===== src/design/srng_pkg.sv =====
// Shared request codes and controller/datapath handshake types for the sequenced overwrite ring.
package srng_pkg;

  localparam logic [2:0] REQ_PUSH    = 3'd0;
  localparam logic [2:0] REQ_RESERVE = 3'd1;
  localparam logic [2:0] REQ_COMMIT  = 3'd2;
  localparam logic [2:0] REQ_READ    = 3'd3;
  localparam logic [2:0] REQ_ATTACH  = 3'd4;
  localparam logic [2:0] REQ_SETPOS  = 3'd5;

  typedef struct packed {
    logic exec;       // Execute a non-read request and load the result register.
    logic rd_issue;   // Start a slot memory read at the head slot.
    logic rd_finish;  // Resolve the read from the registered memory data.
    logic clr_step;   // Clear one slot's valid mark after reset.
  } cmd_t;

  typedef struct packed {
    logic clr_last;   // The clearing pass is at its final slot.
  } stat_t;

endpackage


===== src/design/srng_ctrl.sv =====
// Controller state machine: clearing pass, request sequencing and result handshake.
module srng_ctrl (
  input  logic            clk,
  input  logic            rst_n,
  input  logic            in_valid,
  output logic            in_ready,
  input  logic [2:0]      in_req_type,
  output logic            out_valid,
  input  logic            out_ready,
  output srng_pkg::cmd_t  cmd,
  input  srng_pkg::stat_t stat
);

  typedef enum logic [1:0] {
    ST_CLEAR,
    ST_IDLE,
    ST_READ
  } state_t;

  state_t state_r, state_nxt;
  logic   out_valid_r, out_valid_nxt;
  logic   accept;

  assign in_ready  = (state_r == ST_IDLE) && (!out_valid_r || out_ready);
  assign accept    = in_valid && in_ready;
  assign out_valid = out_valid_r;

  always_comb begin
    state_nxt     = state_r;
    out_valid_nxt = out_valid_r && !out_ready;
    cmd           = '0;
    unique case (state_r)
      ST_CLEAR: begin
        cmd.clr_step = 1'b1;
        if (stat.clr_last) begin
          state_nxt = ST_IDLE;
        end
      end
      ST_IDLE: begin
        if (accept) begin
          if (in_req_type == srng_pkg::REQ_READ) begin
            cmd.rd_issue = 1'b1;
            state_nxt    = ST_READ;
          end else begin
            cmd.exec      = 1'b1;
            out_valid_nxt = 1'b1;
          end
        end
      end
      ST_READ: begin
        // The result register was freed when the read was accepted.
        cmd.rd_finish = 1'b1;
        out_valid_nxt = 1'b1;
        state_nxt     = ST_IDLE;
      end
      default: begin
        state_nxt = ST_CLEAR;
      end
    endcase
  end

  always_ff @(posedge clk) begin
    if (!rst_n) begin
      state_r     <= ST_CLEAR;
      out_valid_r <= 1'b0;
    end else begin
      state_r     <= state_nxt;
      out_valid_r <= out_valid_nxt;
    end
  end

endmodule


===== config.mk =====
export PLATFORM = sky130hd
export DESIGN_NAME = srng_ctrl
export DESIGN_NICKNAME = d
export VERILOG_FILES = /design/src/design/srng_pkg.sv /design/src/design/srng_ctrl.sv
export SDC_FILE = /design/constraint.sdc
export NUM_CORES = 1
export LEC_CHECK = 0
export BUFFER_PORTS_ARGS = -buffer_cell sky130_fd_sc_hd__buf_2
export CORE_AREA = 2 2 39 41
export DETAILED_ROUTE_END_ITERATION = 7
export DIE_AREA = 0 0 41 43
export PLACE_DENSITY = 0.41
export SLEW_MARGIN = 20
export SYNTH_ARGS = -nofsm -noshare
export SYNTH_HDL_FRONTEND = slang
export SYNTH_SLANG_ARGS = --single-unit

===== constraint.sdc =====
create_clock -name clk -period 3.6 [get_ports clk]
set_clock_uncertainty 0.1 [all_clocks]
set_input_delay 0.18 -clock clk [delete_from_list [all_inputs] [get_ports clk]]
set_output_delay 0.18 -clock clk [all_outputs]
set_load 0.05 [all_outputs]

==> impl_metrics.csv <==
group,metric,value,unit
outcome,outcome,"finished clean",
synth,synthFlopType,"dfxtp_1",
route,drc,0,
synth,yosysSeqAreaShare,0.211,
floorplanning,io_pins,14,
timing,fin_crit,1.68,ns
synth,synthTopCellsByArea,"dfxtp_1 (21%), ha_1 (18%), nand3b_4 (7.0%), nor2_1 (6.6%), nor2b_1 (6.6%)",
setup_path,worst_path_largest_cell_delay,0.32,ns
synth,synth_edf_count,0,
setup_path,crit_required,3.32,ns
floorplanning,initial_utilization,0.206,
timing,tns,0,ns
setup_path,worstSetupPathType,"register to output port",
placed_design,gp_congestion,0.720,
global_route,antenna_found_initial,0,
floorplanning,rows,14,
setup_path,critPathArrivalTime,1.40,ns
power,p_sw,156,uW
timing,hold_viol_final,0,
placed_design,port-buffer-count,13,
cts,cts_buffer_depth,2,
timing,fmax,594,MHz
route,viasPerCell,4.14,
setup_path,crit_path_end_kind,"output port",
timing,fin_crit_sh,0.467,
synth,ys_seq_elements,3,
synth,netlist_area,285,um^2
synth,yosysTopAreaCellShare,0.211,
synth,yosys_warnings,0,
cts,cts_max_level,1,
cts,cts_tree,"yes",
global_route,grt_pass1_wl,1040,um
synth,ys_top_cells_by_count,"nor2_1 (5), ha_1 (4), inv_1 (4)",
synth,yosysUniqueCellTypes,18,
cts,clkTransAtPathRegs,0.04,ns
global_route,grt-ovfl-total,0,
route,drt_iter0_drc,3,
cts,cts_inserted_buffers,3,
setup_path,crit_path_max_fanout,6,
power,p_comb_frac,0.631,
synth,synthesis.nets,45,
final_layout,drive_gt1_frac,0.400,
setup_path,path_cells,"inv_1 > ha_1 > nand3_1 > nor2_1 > buf_2",
timing,rsz0062_at_grt,"false",
timing,slew_headroom,0.743,
timing,worst_slack,1.92,ns
flow_run,cap_violations,0,
global_route,grt_max_degree,7,
cts,cts_setup_buffers,0,
floorplanning,die_area,1760,um^2
hold_path,hold_class,"input port to register",
timing,drv_slew,0,
final_layout,nNetsFinal,63,
power,p_seq_frac,0.177,
power,p_leak,0.000203,uW
synth,synth_most_common_cell,"nor2_1",
synth,async_reset_ff_frac,0,
power,p_clk_frac,0.192,
global_route,grt_pass1_vias,237,
route,drtPass1Iterations,2,
floorplanning,core,1380,um^2
power,ir_drop,231,uV
power,swShare,0.510,
global_route,track_usage,0.0882,
cts,clock_sinks,3,
route,ant_nets,0,
cts,cts_resized,0,
cts,clk_latency,0.23,ns
synth,syn_avg_cell_area,8.64,um^2
power,cellInternalPower,150,uW
setup_path,worst_setup_path_start_kind,"register",
final_layout,diodes,0,
synth,syn_inst,33,
power,powerDensity,774,nW/um^2
final_layout,syn2layout_area_growth,39.0,%
floorplanning,die_w,41,um
route,wirelength,627,um
timing,finalSetupViolations,0,
cts,cts-root-buf,"clkbuf_4",
synth,synth_top_area_cell,"dfxtp_1",
route,vias,273,
route,wl_per_cell,9.50,um
setup_path,slowest_stage,"dfxtp_1",
cts,hold_buffers,0,
timing,worst_pin_slew,0.385,ns
placed_design,place_ws,1.93,ns
floorplanning,die_y,43,um
[kinds of logic (layout without fill, tap and decap cells)]
| family | after synthesis | in the layout | share of synthesized area |
|---|---|---|---|
| AOI/OAI and AO/OA | 5 | 5 | 0.171 |
| adders and majority gates | 4 | 4 | 0.175 |
| buffers and inverters | 4 | 21 | 0.0526 |
| DFF | 3 | 3 | 0.211 |
| muxes | 1 | 1 | 0.0351 |
| and+or+nand+nor | 16 | 16 | 0.355 |
[power by group through the flow]
stage               sequential (uW)  combinational, uW  clock [uW]
finish                         54.4                193        59.0
global route                   56.8                210        66.4
CTS                            55.0                195        62.2
detailed placement             55.0                194           0
global placement               56.3                196           0
floorplan                      62.3                149           0
[flip-flops by register name, indices dropped and copies added, names as in the netlist]
signal and flops:
out_valid 1, state_r 2
[cells in the final DEF (no fill, tap or decap), types with 2 or more instances in the layout]
master / synthesis / final
clkbuf_4: 0 / 3
inv_1: 4 / 4
ha_1: 4 / 4
nor2_1: 5 / 5
buf_2: 0 / 13
nand2_1: 2 / 2
nor2b_1: 3 / 3
dfxtp_1: 3 / 3
[worst max-delay path, delay by kind of cell, from the launching register on]
kind                       cells  cell delay [ns]
adders and majority gates      1             0.27
buffers and inverters          2             0.37
DFF                            1             0.32
and+or+nand+nor                2             0.23
[final cells by class]
cell class | count | area, um^2
Clock buffer | 4 | 26.3
Fill cell | 160 | 987
Inverter | 4 | 15.0
Multi-Input combinational cell | 26 | 210
Sequential cell | 3 | 60.1
Tap cell | 16 | 20.0
Timing Repair Buffer | 13 | 65.1
[routing by layer]
metal  up-vias  GRT usage  wire length [um]  share of wire
met5         -          0                 0              0
met4         0     0.0200                 0              0
met3         0     0.0471                32          0.051
met2         6      0.116               271           0.43
met1       118      0.125               322           0.51
li1        149          -                 -              -
[worst paths after layout]
kind                    from          to  slack (ns)  depth (start not counted)
setup reg to reg  state_r[0]  state_r[0]        1.94                          5
hold reg to reg   state_r[1]  state_r[1]        0.38                          2
setup / recovery  state_r[1]      cmd[2]        1.92                          5
hold / removal         rst_n   out_valid        0.11                          3
[through the flow]
step / area (um^2) / util / power (uW) / std cells / hold WS [ns]
4_1_cts: 397 / 0.287 / 312 / 66 / 0.116
2_1_floorplan: 285 / - / 211 / 33 / 0.198
3_3_place_gp: 370 / 0.268 / 253 / 62 / 0.355
6_report: 397 / 0.287 / 307 / 66 / 0.114
5_1_grt: 397 / 0.287 / 333 / 66 / 0.133
3_5_place_dp: 370 / 0.268 / 249 / 62 / 0.360
(Power assumes the default switching activity.)
